[src/design/smg_pkg.sv]
// smg_pkg: shared types and constants of the stepper step/dir move generator
// no dependencies; compiled first
`default_nettype none

package smg_pkg;

    // command codes of the mode field
    typedef enum logic [1:0] {
        MODE_TICK = 2'd0,
        MODE_REL  = 2'd1,
        MODE_ABS  = 2'd2,
        MODE_HOME = 2'd3
    } mode_t;

    // motion phase
    typedef enum logic [1:0] {
        PH_IDLE  = 2'd0,
        PH_SETUP = 2'd1,
        PH_HIGH  = 2'd2,
        PH_LOW   = 2'd3
    } phase_t;

    // sequencer state
    typedef enum logic [1:0] {
        ST_IDLE = 2'd0,
        ST_MUL  = 2'd1,
        ST_DIV  = 2'd2
    } seq_state_t;

    // configuration register indexes
    localparam logic [1:0] REG_SPEED_RPM     = 2'd0;
    localparam logic [1:0] REG_STEPS_PER_REV = 2'd1;
    localparam logic [1:0] REG_DRIVE_ENABLE  = 2'd2;

    localparam int CFG_IDX_W  = 2;
    localparam int CFG_DATA_W = 16;

    // field and datapath widths
    localparam int POS_W  = 32;
    localparam int RPM_W  = 10;
    localparam int SPR_W  = 16;
    localparam int TICK_W = 26;
    localparam int DEN_W  = RPM_W + SPR_W + 1;
    localparam int QUO_W  = 26;
    localparam int QCNT_W = 5;

    // ticks per minute, dividend of the half period
    localparam logic [QUO_W-1:0] TICKS_PER_MIN = 26'd60000000;

    // one result item
    typedef struct packed {
        logic             step_level;
        logic             dir_level;
        logic [POS_W-1:0] position;
        logic             moving;
        logic             homed;
    } res_t;

endpackage

`default_nettype wire

[src/design/smg_if.sv]
// smg_if: valid/ready channel interfaces for commands and results
// depends on smg_pkg
`default_nettype none

interface smg_in_if;
    import smg_pkg::*;

    logic                    valid;
    logic                    ready;
    logic [1:0]              mode;
    logic signed [POS_W-1:0] move_value;

    modport source (output valid, mode, move_value, input ready);
    modport sink   (input valid, mode, move_value, output ready);
endinterface

interface smg_out_if;
    import smg_pkg::*;

    logic                    valid;
    logic                    ready;
    logic                    step_level;
    logic                    dir_level;
    logic signed [POS_W-1:0] position;
    logic                    moving;
    logic                    homed;

    modport source (output valid, step_level, dir_level, position, moving, homed,
                    input ready);
    modport sink   (input valid, step_level, dir_level, position, moving, homed,
                    output ready);
endinterface

`default_nettype wire

[src/design/smg_div.sv]
// smg_div: restoring divider, one quotient bit per cycle, ticks per minute / divisor
// depends on smg_pkg
`default_nettype none

module smg_div (
    input  wire logic                      clk,
    input  wire logic                      rst_n,
    input  wire logic                      start,
    input  wire logic [smg_pkg::DEN_W-1:0] divisor,
    output logic                           done,
    output logic [smg_pkg::QUO_W-1:0]      quotient
);
    import smg_pkg::*;

    logic [DEN_W-1:0]  den_reg;
    logic [DEN_W-1:0]  rem_reg, rem_next;
    logic [QUO_W-1:0]  quo_reg, quo_next;
    logic [QCNT_W-1:0] cnt_reg, cnt_next;
    logic              busy_reg, busy_next;
    logic              done_reg, done_next;
    logic [DEN_W:0]    trial;
    logic              fits;

    // start loads the dividend, else one shift and trial subtract while busy
    always_comb
    begin
        trial     = {rem_reg, quo_reg[QUO_W-1]};
        fits      = (trial >= {1'b0, den_reg});
        rem_next  = rem_reg;
        quo_next  = quo_reg;
        cnt_next  = cnt_reg;
        busy_next = busy_reg;
        done_next = 1'b0;
        if (start)
        begin
            rem_next  = '0;
            quo_next  = TICKS_PER_MIN;
            cnt_next  = QCNT_W'(QUO_W - 1);
            busy_next = 1'b1;
        end
        else if (busy_reg)
        begin
            if (fits)
                rem_next = DEN_W'(trial - {1'b0, den_reg});
            else
                rem_next = trial[DEN_W-1:0];
            quo_next = {quo_reg[QUO_W-2:0], fits};
            cnt_next = cnt_reg - 1'b1;
            if (cnt_reg == '0)
            begin
                busy_next = 1'b0;
                done_next = 1'b1;
            end
        end
    end

    // control state
    always_ff @(posedge clk or negedge rst_n)
    begin
        if (!rst_n)
        begin
            busy_reg <= 1'b0;
            done_reg <= 1'b0;
            cnt_reg  <= '0;
        end
        else
        begin
            busy_reg <= busy_next;
            done_reg <= done_next;
            cnt_reg  <= cnt_next;
        end
    end

    // datapath
    always_ff @(posedge clk)
    begin
        rem_reg <= rem_next;
        quo_reg <= quo_next;
        if (start)
            den_reg <= divisor;
    end

    assign done     = done_reg;
    assign quotient = quo_reg;

endmodule

`default_nettype wire

[src/design/smg_obuf.sv]
// smg_obuf: result output register with a one-entry hold stage
// depends on smg_pkg and smg_if
`default_nettype none

module smg_obuf (
    input  wire logic          clk,
    input  wire logic          rst_n,
    input  wire logic          wr,
    input  wire smg_pkg::res_t wr_data,
    output logic               full,
    smg_out_if.source          status
);
    import smg_pkg::*;

    res_t out_reg, out_next;
    res_t hold_reg, hold_next;
    logic out_valid_reg, out_valid_next;
    logic hold_valid_reg, hold_valid_next;
    logic take;

    // output register loads from hold first, else from the write
    always_comb
    begin
        take            = out_valid_reg && status.ready;
        out_next        = out_reg;
        hold_next       = hold_reg;
        out_valid_next  = out_valid_reg;
        hold_valid_next = hold_valid_reg;
        if (take || !out_valid_reg)
        begin
            if (hold_valid_reg)
            begin
                out_next        = hold_reg;
                out_valid_next  = 1'b1;
                hold_valid_next = 1'b0;
            end
            else if (wr)
            begin
                out_next       = wr_data;
                out_valid_next = 1'b1;
            end
            else
                out_valid_next = 1'b0;
        end
        else if (wr)
        begin
            hold_next       = wr_data;
            hold_valid_next = 1'b1;
        end
    end

    always_ff @(posedge clk or negedge rst_n)
    begin
        if (!rst_n)
        begin
            out_valid_reg  <= 1'b0;
            hold_valid_reg <= 1'b0;
        end
        else
        begin
            out_valid_reg  <= out_valid_next;
            hold_valid_reg <= hold_valid_next;
        end
    end

    always_ff @(posedge clk)
    begin
        out_reg  <= out_next;
        hold_reg <= hold_next;
    end

    assign full              = hold_valid_reg;
    assign status.valid      = out_valid_reg;
    assign status.step_level = out_reg.step_level;
    assign status.dir_level  = out_reg.dir_level;
    assign status.position   = out_reg.position;
    assign status.moving     = out_reg.moving;
    assign status.homed      = out_reg.homed;

endmodule

`default_nettype wire

[src/design/stepper_step_dir_move_generator_core.sv]
// stepper_step_dir_move_generator_core: top level, command sequencer and motion state
// depends on smg_pkg, smg_if, smg_div and smg_obuf
`default_nettype none

// Step/dir move generator. Each command transfer on cmd gives exactly one
// status transfer carrying the step and direction levels, position, moving
// and homed flags after that command. Ticks, set-home and ignored moves write
// their result when accepted. A move that starts is accepted, loads the restoring
// divider with the doubled rpm times steps-per-rev product, takes the quotient
// bits at one bit per cycle, then latches the half period and writes the result.
// Results go through an output register plus a one-entry hold, so a new command
// is taken while one result waits. The user writes configuration registers through
// cfg_we, cfg_index and cfg_data only while the block is idle, which the block
// itself does not enforce; unknown indexes are dropped.

module stepper_step_dir_move_generator_core #(
    parameter int MAX_RPM         = 1000,
    parameter int DIR_SETUP_TICKS = 5
) (
    input  wire logic                           clk,
    input  wire logic                           rst_n,
    input  wire logic                           cfg_we,
    input  wire logic [smg_pkg::CFG_IDX_W-1:0]  cfg_index,
    input  wire logic [smg_pkg::CFG_DATA_W-1:0] cfg_data,
    smg_in_if.sink                              cmd,
    smg_out_if.source                           status
);
    import smg_pkg::*;

    localparam logic [TICK_W-1:0] SETUP_TICKS = TICK_W'(DIR_SETUP_TICKS);
    localparam logic [16:0]       RPM_LIMIT   = 17'(MAX_RPM);

    // configuration
    logic [RPM_W-1:0] speed_rpm_reg;
    logic [SPR_W-1:0] steps_per_rev_reg;
    logic             drive_enable_reg;

    // motion state
    logic [POS_W-1:0]  position_reg, position_next;
    logic [POS_W-1:0]  pending_reg, pending_next;
    logic [POS_W-1:0]  pulses_reg, pulses_next;
    logic [TICK_W-1:0] half_reg, half_next;
    logic [TICK_W-1:0] tick_reg, tick_next;
    phase_t            phase_reg, phase_next;
    logic              dir_reg, dir_next;
    logic              step_reg, step_next;
    logic              homed_reg, homed_next;

    seq_state_t state_reg, state_next;

    logic                   accept;
    logic                   res_wr;
    logic                   move_go;
    res_t                   res_data;
    logic                   obuf_full;
    logic                   div_start;
    logic                   div_done;
    logic [QUO_W-1:0]       div_q;
    logic [DEN_W-1:0]       denom;
    logic [RPM_W-1:0]       rpm_c;
    logic [SPR_W-1:0]       spr_c;
    logic [RPM_W+SPR_W-1:0] prod;
    logic [TICK_W-1:0]      tick_inc;
    logic [POS_W-1:0]       delta;
    logic [POS_W-1:0]       pulses_dec;

    assign accept = cmd.valid && cmd.ready;

    // configuration writes
    always_ff @(posedge clk or negedge rst_n)
    begin
        if (!rst_n)
        begin
            speed_rpm_reg     <= RPM_W'(60);
            steps_per_rev_reg <= SPR_W'(200);
            drive_enable_reg  <= 1'b1;
        end
        else if (cfg_we)
        begin
            case (cfg_index)
                REG_SPEED_RPM:     speed_rpm_reg     <= cfg_data[RPM_W-1:0];
                REG_STEPS_PER_REV: steps_per_rev_reg <= cfg_data[SPR_W-1:0];
                REG_DRIVE_ENABLE:  drive_enable_reg  <= cfg_data[0];
                default:           ;
            endcase
        end
    end

    // clamped speed and steps, doubled product feeds the divider
    always_comb
    begin
        if (speed_rpm_reg == '0)
            rpm_c = RPM_W'(1);
        else if ({7'd0, speed_rpm_reg} > RPM_LIMIT)
            rpm_c = RPM_LIMIT[RPM_W-1:0];
        else
            rpm_c = speed_rpm_reg;
        spr_c = (steps_per_rev_reg == '0) ? SPR_W'(1) : steps_per_rev_reg;
        prod  = (RPM_W+SPR_W)'(rpm_c) * (RPM_W+SPR_W)'(spr_c);
        denom = {prod, 1'b0};
    end

    // sequencer next state
    always_comb
    begin
        state_next = state_reg;
        case (state_reg)
            ST_IDLE: if (move_go) state_next = ST_MUL;
            ST_MUL:  state_next = ST_DIV;
            ST_DIV:  if (div_done) state_next = ST_IDLE;
            default: state_next = ST_IDLE;
        endcase
    end

    // sequencer outputs
    always_comb
    begin
        cmd.ready = (state_reg == ST_IDLE) && !obuf_full;
        div_start = (state_reg == ST_MUL);
    end

    // command and tick handling
    always_comb
    begin
        position_next = position_reg;
        pending_next  = pending_reg;
        pulses_next   = pulses_reg;
        half_next     = half_reg;
        tick_next     = tick_reg;
        phase_next    = phase_reg;
        dir_next      = dir_reg;
        step_next     = step_reg;
        homed_next    = homed_reg;
        res_wr        = 1'b0;
        move_go       = 1'b0;
        tick_inc      = tick_reg + 1'b1;
        pulses_dec    = pulses_reg - 1'b1;
        delta         = (mode_t'(cmd.mode) == MODE_REL) ? cmd.move_value
                                                        : cmd.move_value - position_reg;
        if (state_reg == ST_IDLE && accept)
        begin
            case (mode_t'(cmd.mode))
                MODE_TICK:
                begin
                    res_wr = 1'b1;
                    case (phase_reg)
                        PH_SETUP:
                        begin
                            tick_next = tick_inc;
                            if (tick_inc >= SETUP_TICKS)
                            begin
                                phase_next = PH_HIGH;
                                step_next  = 1'b1;
                                tick_next  = '0;
                            end
                        end
                        PH_HIGH:
                        begin
                            tick_next = tick_inc;
                            if (tick_inc >= half_reg)
                            begin
                                phase_next = PH_LOW;
                                step_next  = 1'b0;
                                tick_next  = '0;
                            end
                        end
                        PH_LOW:
                        begin
                            tick_next = tick_inc;
                            if (tick_inc >= half_reg)
                            begin
                                pulses_next = pulses_dec;
                                tick_next   = '0;
                                if (pulses_dec == '0)
                                begin
                                    position_next = position_reg + pending_reg;
                                    pending_next  = '0;
                                    dir_next      = 1'b0;
                                    step_next     = 1'b0;
                                    phase_next    = PH_IDLE;
                                end
                                else
                                begin
                                    phase_next = PH_HIGH;
                                    step_next  = 1'b1;
                                end
                            end
                        end
                        default: ;
                    endcase
                end
                MODE_REL, MODE_ABS:
                begin
                    if (drive_enable_reg && delta != '0 && phase_reg == PH_IDLE)
                    begin
                        move_go      = 1'b1;
                        pending_next = delta;
                        dir_next     = !delta[POS_W-1];
                        pulses_next  = delta[POS_W-1] ? (~delta + 1'b1) : delta;
                    end
                    else
                        res_wr = 1'b1;
                end
                MODE_HOME:
                begin
                    position_next = '0;
                    homed_next    = 1'b1;
                    res_wr        = 1'b1;
                end
                default: ;
            endcase
        end
        else if (state_reg == ST_DIV && div_done)
        begin
            // latch the half period, zero raised to one
            half_next = (div_q == '0) ? TICK_W'(1) : div_q;
            tick_next = '0;
            res_wr    = 1'b1;
            if (DIR_SETUP_TICKS == 0)
            begin
                phase_next = PH_HIGH;
                step_next  = 1'b1;
            end
            else
            begin
                phase_next = PH_SETUP;
                step_next  = 1'b0;
            end
        end
    end

    // result of the command, state after it
    always_comb
    begin
        res_data.step_level = step_next;
        res_data.dir_level  = dir_next;
        res_data.position   = position_next;
        res_data.moving     = (phase_next != PH_IDLE);
        res_data.homed      = homed_next;
    end

    always_ff @(posedge clk or negedge rst_n)
    begin
        if (!rst_n)
        begin
            state_reg    <= ST_IDLE;
            position_reg <= '0;
            pending_reg  <= '0;
            pulses_reg   <= '0;
            half_reg     <= '0;
            tick_reg     <= '0;
            phase_reg    <= PH_IDLE;
            dir_reg      <= 1'b0;
            step_reg     <= 1'b0;
            homed_reg    <= 1'b0;
        end
        else
        begin
            state_reg    <= state_next;
            position_reg <= position_next;
            pending_reg  <= pending_next;
            pulses_reg   <= pulses_next;
            half_reg     <= half_next;
            tick_reg     <= tick_next;
            phase_reg    <= phase_next;
            dir_reg      <= dir_next;
            step_reg     <= step_next;
            homed_reg    <= homed_next;
        end
    end

    smg_div u_div (
        .clk      (clk),
        .rst_n    (rst_n),
        .start    (div_start),
        .divisor  (denom),
        .done     (div_done),
        .quotient (div_q)
    );

    smg_obuf u_obuf (
        .clk     (clk),
        .rst_n   (rst_n),
        .wr      (res_wr),
        .wr_data (res_data),
        .full    (obuf_full),
        .status  (status)
    );

endmodule

`default_nettype wire

[src/flat_wrapper.sv]
// flat-port wrapper written by rule: the top's interface ports become plain ports
module stepper_step_dir_move_generator_core_flat import smg_pkg::*;
#(
    parameter int MAX_RPM         = 1000,
    parameter int DIR_SETUP_TICKS = 5
)
  (clk, rst_n, cfg_we, cfg_index, cfg_data, cmd_valid, cmd_mode, cmd_move_value, cmd_ready, status_valid, status_step_level, status_dir_level, status_position, status_moving, status_homed, status_ready);
  smg_in_if cmd_i ();
  smg_out_if status_i ();
  input  wire logic clk;
  input  wire logic rst_n;
  input  wire logic cfg_we;
  input  wire logic [smg_pkg::CFG_IDX_W-1:0] cfg_index;
  input  wire logic [smg_pkg::CFG_DATA_W-1:0] cfg_data;
  input wire logic [$bits(cmd_i.valid)-1:0] cmd_valid;
  input wire logic [$bits(cmd_i.mode)-1:0] cmd_mode;
  input wire logic [$bits(cmd_i.move_value)-1:0] cmd_move_value;
  output wire logic [$bits(cmd_i.ready)-1:0] cmd_ready;
  output wire logic [$bits(status_i.valid)-1:0] status_valid;
  output wire logic [$bits(status_i.step_level)-1:0] status_step_level;
  output wire logic [$bits(status_i.dir_level)-1:0] status_dir_level;
  output wire logic [$bits(status_i.position)-1:0] status_position;
  output wire logic [$bits(status_i.moving)-1:0] status_moving;
  output wire logic [$bits(status_i.homed)-1:0] status_homed;
  input wire logic [$bits(status_i.ready)-1:0] status_ready;
  assign cmd_i.valid = cmd_valid;
  assign cmd_i.mode = cmd_mode;
  assign cmd_i.move_value = cmd_move_value;
  assign cmd_ready = cmd_i.ready;
  assign status_valid = status_i.valid;
  assign status_step_level = status_i.step_level;
  assign status_dir_level = status_i.dir_level;
  assign status_position = status_i.position;
  assign status_moving = status_i.moving;
  assign status_homed = status_i.homed;
  assign status_i.ready = status_ready;
  stepper_step_dir_move_generator_core #(.MAX_RPM(MAX_RPM), .DIR_SETUP_TICKS(DIR_SETUP_TICKS)) u_core (.clk(clk), .rst_n(rst_n), .cfg_we(cfg_we), .cfg_index(cfg_index), .cfg_data(cfg_data), .cmd(cmd_i), .status(status_i));
endmodule
[config.mk]
export PLATFORM = sky130hd
export DESIGN_NAME = stepper_step_dir_move_generator_core_flat
export DESIGN_NICKNAME = d
export VERILOG_FILES = /design/src/design/smg_pkg.sv /design/src/design/smg_if.sv /design/src/design/smg_div.sv /design/src/design/smg_obuf.sv /design/src/design/stepper_step_dir_move_generator_core.sv /design/src/flat_wrapper.sv
export SDC_FILE = /design/constraint.sdc
export NUM_CORES = 1
export LEC_CHECK = 0
export BUFFER_PORTS_ARGS = -buffer_cell sky130_fd_sc_hd__buf_4
export CORE_MARGIN = 1.5
export CORE_UTILIZATION = 60
export CTS_CLUSTER_DIAMETER = 50
export DETAILED_ROUTE_END_ITERATION = 12
export PLACE_DENSITY = 0.88
export RECOVER_POWER = 50
export SLEW_MARGIN = 15
export SYNTH_ARGS = -nofsm -noshare
export SYNTH_HDL_FRONTEND = slang
export SYNTH_SLANG_ARGS = --single-unit
[constraint.sdc]
create_clock -name clk -period 8.8 [get_ports clk]
set_input_delay 0.44 -clock clk [delete_from_list [all_inputs] [get_ports clk]]
set_output_delay 0.44 -clock clk [all_outputs]
set_load 0.03 [all_outputs]
# Word-level counts from Yosys, hierarchy flattened
# Index checks and enable logic that the tools add are counted.
[totals]
register_bits = 342
output_inout_bits = 38
[classes]
add_sub_neg = 7
mul = 1
order_cmp = 4
eq_ne = 18
n_mux = 75
bitwise_logic = 3
reduce_logical = 40
[ops]
columns = ["op", "count"]
rows = [
  ["2-to-1 mux 32 bit", 13],
  ["case mux 32 bit (2 select lines)", 3],
  ["2-to-1 mux 26 bit", 6],
  ["2-to-1 mux 36 bit", 2],
  ["case mux 26 bit (2 select lines)", 1],
  ["adder 32 x 1 -> 32 bit (second input constant)", 1],
  ["adder 32 bit", 1],
  ["zero test 32 bit", 1],
  ["NOT 32 bit", 1],
  ["nonzero test 32 bit", 1],
  ["subtractor 32 x 1 -> 32 bit (second input constant)", 1],
  ["subtractor 32 bit", 1],
  ["2-to-1 mux 1 bit", 30],
  [">= comparator 28 x 27 -> 1 bit", 1],
  ["2-to-1 mux 27 bit", 1],
  ["subtractor 27 bit", 1],
  ["adder 26 x 1 -> 26 bit (second input constant)", 1],
  [">= comparator 26 bit", 1],
  [">= comparator 26 x 3 -> 1 bit (second input constant)", 1],
  ["zero test 26 bit", 1],
  ["multiplier 10 x 16 -> 26 bit", 1],
  ["2-to-1 mux 10 bit", 2],
  ["2-to-1 mux 2 bit", 9],
  ["zero test 16 bit", 1],
  ["other kinds (25)", 66],
]

# Depth between registers and ports, before layout
[depth]
word_depth = 10
depth_mapped = 29
ltp_nobuf = 26

# By module
# From an unflattened synthesis, not the netlist that was laid out.
[hier_totals]
cells_unflattened = 2934
hier_area_um2 = 27214.9
[by_module_without_submodules]
columns = ["mod", "n_inst", "cells_each", "area_per_inst_um2", "seq_area_each_um2"]
rows = [
  ["stepper_step_dir_move_generator_core", 1, 2281, 19591.3, 4564.4],
  ["smg_div", 1, 532, 4793.3, 2047.0],
  ["smg_obuf", 1, 121, 2830.2, 2212.1],
]

# Worst setup path before layout
# OpenSTA, ideal clock, no wires.
[synth_path]
path_kind = "input -> register"
startpoint = "input cmd_move_value[0]"
endpoint = "register u_core.u_obuf.out_reg, in the netlist u_core.u_obuf.status.dir_level (enable)"
arrival_ps = 6599
t_required_ps = 8326
setup_slack_ps = 1727
stages = 18
path_cell_list = "inv_1 > ha_1 > inv_1 > fa_1 > a211o_1 > a21oi_2 > o311a_1 > o211ai_2 > a31oi_1 > a21oi_1 > or3_1 > a21o_1 > a211oi_2 > nand4_1 > o311ai_4 > buf_4 > nor2_1 > nor3_1"
[synth_between]
elab_chain_len = 10
[synth_rtl]
columns = ["item", "line_no", "rtl"]
rows = [
  ["start: declaration", "flat_wrapper.sv:17", "input wire logic [$bits(cmd_i.move_value)-1:0] cmd_move_value;"],
  ["subtractor 32 bit", "stepper_step_dir_move_generator_core.sv:139", ": cmd.move_value - position_reg;"],
  ["2-to-1 mux 32 bit (*)", "stepper_step_dir_move_generator_core.sv:138", "delta = (mode_t'(cmd.mode) == MODE_REL) ? cmd.move_value"],
  ["nonzero test 32 bit (*)", "stepper_step_dir_move_generator_core.sv:194", "if (drive_enable_reg && delta != '0 && phase_reg == PH_IDLE)"],
  ["logical AND 1 bit (*) (2 in series)", "stepper_step_dir_move_generator_core.sv:194", ""],
  ["2-to-1 mux 1 bit (*)", "stepper_step_dir_move_generator_core.sv:194", ""],
  ["case mux 1 bit (2 select lines) (*)", "stepper_step_dir_move_generator_core.sv:142", "case (mode_t'(cmd.mode))"],
  ["2-to-1 mux 1 bit (*)", "stepper_step_dir_move_generator_core.sv:140", "if (state_reg == ST_IDLE && accept)"],
  ["nonzero test 2 bit (no source line) (*)", "-", ""],
  ["AND reduction 2 bit (no source line) (*)", "-", ""],
  ["end signal: assignment", "smg_obuf.sv:68", "out_reg <= out_next;"],
  ["end: declaration", "smg_obuf.sv:15", "res_t out_reg, out_next;"],
]
# Every way passes the cells marked *; elsewhere a longest branch is shown, timed or not.
# A chain may end at the register's enable or synchronous reset.

# Worst setup path after layout
[layout_path]
startpoint = "register u_core.speed_rpm_reg[6]"
endpoint = "register u_core.u_div.den_reg[26], data pin"
[layout_between]
elab_chain_len = 4
elab_cells_between_ends = 5
[layout_rtl]
columns = ["item", "line_no", "rtl"]
rows = [
  ["start: declaration", "stepper_step_dir_move_generator_core.sv:34", "logic [RPM_W-1:0] speed_rpm_reg;"],
  ["start signal: assignment", "stepper_step_dir_move_generator_core.sv:81", "REG_SPEED_RPM: speed_rpm_reg <= cfg_data[RPM_W-1:0];"],
  ["> comparator 10 bit", "stepper_step_dir_move_generator_core.sv:94", "else if ({7'd0, speed_rpm_reg} > RPM_LIMIT)"],
  ["2-to-1 mux 10 bit", "stepper_step_dir_move_generator_core.sv:94", ""],
  ["2-to-1 mux 10 bit (*)", "stepper_step_dir_move_generator_core.sv:92", "if (speed_rpm_reg == '0)"],
  ["multiplier 10 x 16 -> 26 bit (*)", "stepper_step_dir_move_generator_core.sv:99", "prod = (RPM_W+SPR_W)'(rpm_c) * (RPM_W+SPR_W)'(spr_c);"],
  ["via u_core.prod[25]", "stepper_step_dir_move_generator_core.sv:62", "logic [RPM_W+SPR_W-1:0] prod;"],
  ["end signal: assignment", "smg_div.sv:80", "den_reg <= divisor;"],
  ["end: declaration", "smg_div.sv:15", "logic [DEN_W-1:0] den_reg;"],
]
# Mark *: on every way through the listed nets, which the timed path passes. The rest lies on a longest branch.

==> metrics.txt <==
net count after synthesis around 3200; Clock Root Buffer clkbuf_16; delay-heaviest family, CP adder cells; largest net degree at the start of global routing 75; Worst path slowest cell dfrtp_1; Ys Warns 0; Gate Count Post-Synth 2867; CP Data Required Time 9.11 ns; filler instances roughly 3400; # rows 76; Pleak 12.89 nW; post-synthesis sequential area ratio 33.11%; 1st-pass router iterations 6; core area 43360 µm²; vias 21980; FMAX approximately 130 MHz; vias per inst 6.271; CP bufs+invs 3; Setup CP Type register to register; CP most frequent cell fa_1; Bufs on Longest Clock Path 3; Critical Path AT 8.24 ns; routed wire length 65700 µm; max FFs per register 36; Routed wire per std cell 18.74 µm; register area 8793 µm²; Startpoint Class register; nets 3241; post-CTS setup buffers 0; Max-Cap Viols 4; final setup skew 0.03327 ns; Final Hold Fails 0; Num CTS Buffers 42; n_diodes 0; Slew Limit Fails 257; dominant synthesized flop cell dfrtp_1; VDD IR-drop max 0.3773 mV; syn_area_per_cell 9.265 µm²; CTS tree yes; Num Clock Sinks 342; P&R area growth vs syn 8.747%; Power Density between 400 and 500 nW/µm²; Worst R2R Start u_core.speed_rpm_reg[6]; post-route ant nets 0; Least-Margin Pin Slew between 3 and 4 ns; Initial Util 61.26%; CP startpoint u_core.speed_rpm_reg[6]; status finished with violations; clock-pin slew on the worst setup and hold paths 0.05 ns; multi-input logic area 16290 µm²; Post-synth EDFFs 98; final setup fails 0; RSZ-0062 raised after global routing no; I/O Buffers 94; placed wire-length estimate 47850 µm; worst skew pair latency 0.59 ns; Synth Register Bits 342; crit path max fanout 19; Die H 213.4 µm; Rel. slew slack -140.7%; first-pass GRT wire length 108700 µm; Hold Path Class primary input to register; DIE AREA 45540 µm²; initial antenna violation count 0; vias in the first global route 21906; drt initial violations around 1900; cell area after synthesis 26560 µm²; asr flop ratio synth 55.85%; Yosys cell types 99; H-tree Lvls 2; critical path, cell by cell and3_1, o2111ai_1, nor2_1, or2_2, nand2_1, fa_1, inv_1, fa_1, fa_1, fa_1, inv_1, fa_1, inv_1, ha_1, nand3_1, nand2_1, a41o_1, o41ai_1, o21ai_0, or4_1, a311o_1, nand2_1, o21ai_0, xnor2_1; Setup crit end kind register; GRT Util Overall 29.34%; final core occ 66.61%; total grt overflow 0; CP peak stage delay 0.71 ns; layout cells sized above 1 9.384%; failing checks capacitance limit, slew limit; post-route minimum period 7.924 ns; Ports 95; Die X 213.4 µm; RePlAce Congestion 0.9633; Residual DRC 0; Period Utilization, post-route 90.04%; r2r setup slk 0.88 ns; TNS Setup 0 ns; hold_sp cfg_data[14]
[cell usage in the layout (no fill, tap or decap), types with 57 or more instances in the layout]
master	synthesis	routed
and2_1	74	72
edfxtp_1	98	98
clkbuf_1	114	57
o21ai_0	117	117
buf_4	1	68
xnor2_1	79	79
a21oi_1	150	150
ha_1	185	184
mux2_2	86	85
nand2_1	275	275
dfrtp_1	183	183
nor2_1	178	178
nand3_1	69	69
fa_1	113	113
inv_1	254	253
[report_power, final]
part / total (W) / internal [W] / leakage, nW / switching, W
logic: 0.00766 / 0.00328 / 8.36 / 0.00438
clock network: 0.00176 / 0.00104 / 0.696 / 0.000722
registers: 0.00278 / 0.00236 / 3.84 / 0.000423
total: 0.0122 / 0.00668 / 12.9 / 0.00552
[path summary, 6_finish.rpt]
| kind | end | cells past startpoint |
|---|---|---|
| worst max-delay path | u_core.u_div.den_reg[26] | 24 |
| worst max register to register | u_core.u_div.den_reg[26] | 24 |
| worst min register to register | u_core.half_reg[24] | 1 |
| min in group asynchronous | u_core.tick_reg[5] | 2 |
| worst min-delay path | u_core.steps_per_rev_reg[14] | 2 |
| max in group asynchronous | u_core.steps_per_rev_reg[14] | 4 |
[metrics by stage]
stage               hold slack (ns)  instances  total power [W]  setup WS [ns]  area [µm²]
floorplan                    0.1444       2867         0.008731          1.727       26560
global placement             0.4612       3426         0.009968          1.245       27650
detailed placement           0.4669       3426          0.01035         0.9984       27650
CTS                         0.08000       3505          0.01222         0.9665       29070
global route                 0.1041       3505          0.01336         0.4378       28890
finish                       0.1031       3505          0.01220         0.8760       28890
[layout make-up]
| class | instances | area share, % |
|---|---|---|
| inverter | 256 | 3.327 |
| clock buffer | 60 | 4.228 |
| multi-input combinational | 2128 | 56.40 |
| tap | 585 | 2.534 |
| sequential | 342 | 30.44 |
| clock inverter | 18 | 0.6541 |
| timing repair buffer | 116 | 2.413 |
[what timing repair did]
item                      CTS  global route
gates resized for setup     0             0
hold endpoints to repair   62             0
hold buffers                1             0
[cell families (layout without fill, tap and decap cells)]
group | after synthesis | after routing | synth area share (%)
xor+xnor | 135 | 135 | 4.451
fa+ha+maj | 298 | 298 | 17.23
mux | 136 | 136 | 5.540
simple gates | 896 | 896 | 17.06
compound gates | 663 | 663 | 16.89
flops | 342 | 342 | 33.11
buf+inv | 397 | 450 | 5.723
[layer usage]
layer	routed length (µm)	up-vias	global-route usage, %
met5	0	-	0
met4	1885	0	11.22
met3	4419	152	3.486
met2	30610	902	47.34
met1	28790	10683	40.71
li1	-	10243	-
[Yosys cell counts (48+ instances only)]
cell type | number | area, µm²
o21ai_0 | 117 | 585.6
ha_1 | 185 | 2315
a21oi_1 | 150 | 750.7
clkbuf_1 | 114 | 427.9
mux2_2 | 86 | 968.4
and2_1 | 74 | 462.9
mux2i_1 | 48 | 480.5
nand2_1 | 275 | 1032
inv_1 | 254 | 953.4
dfxtp_1 | 53 | 1061
xnor2_1 | 79 | 691.9
nor2_1 | 178 | 668.1
fa_1 | 113 | 2262
xor2_1 | 56 | 490.5
dfrtp_1 | 183 | 4579
a21o_1 | 55 | 412.9
nand3_1 | 69 | 345.3
edfxtp_1 | 98 | 2943
Power figures use the tool's default switching activity.
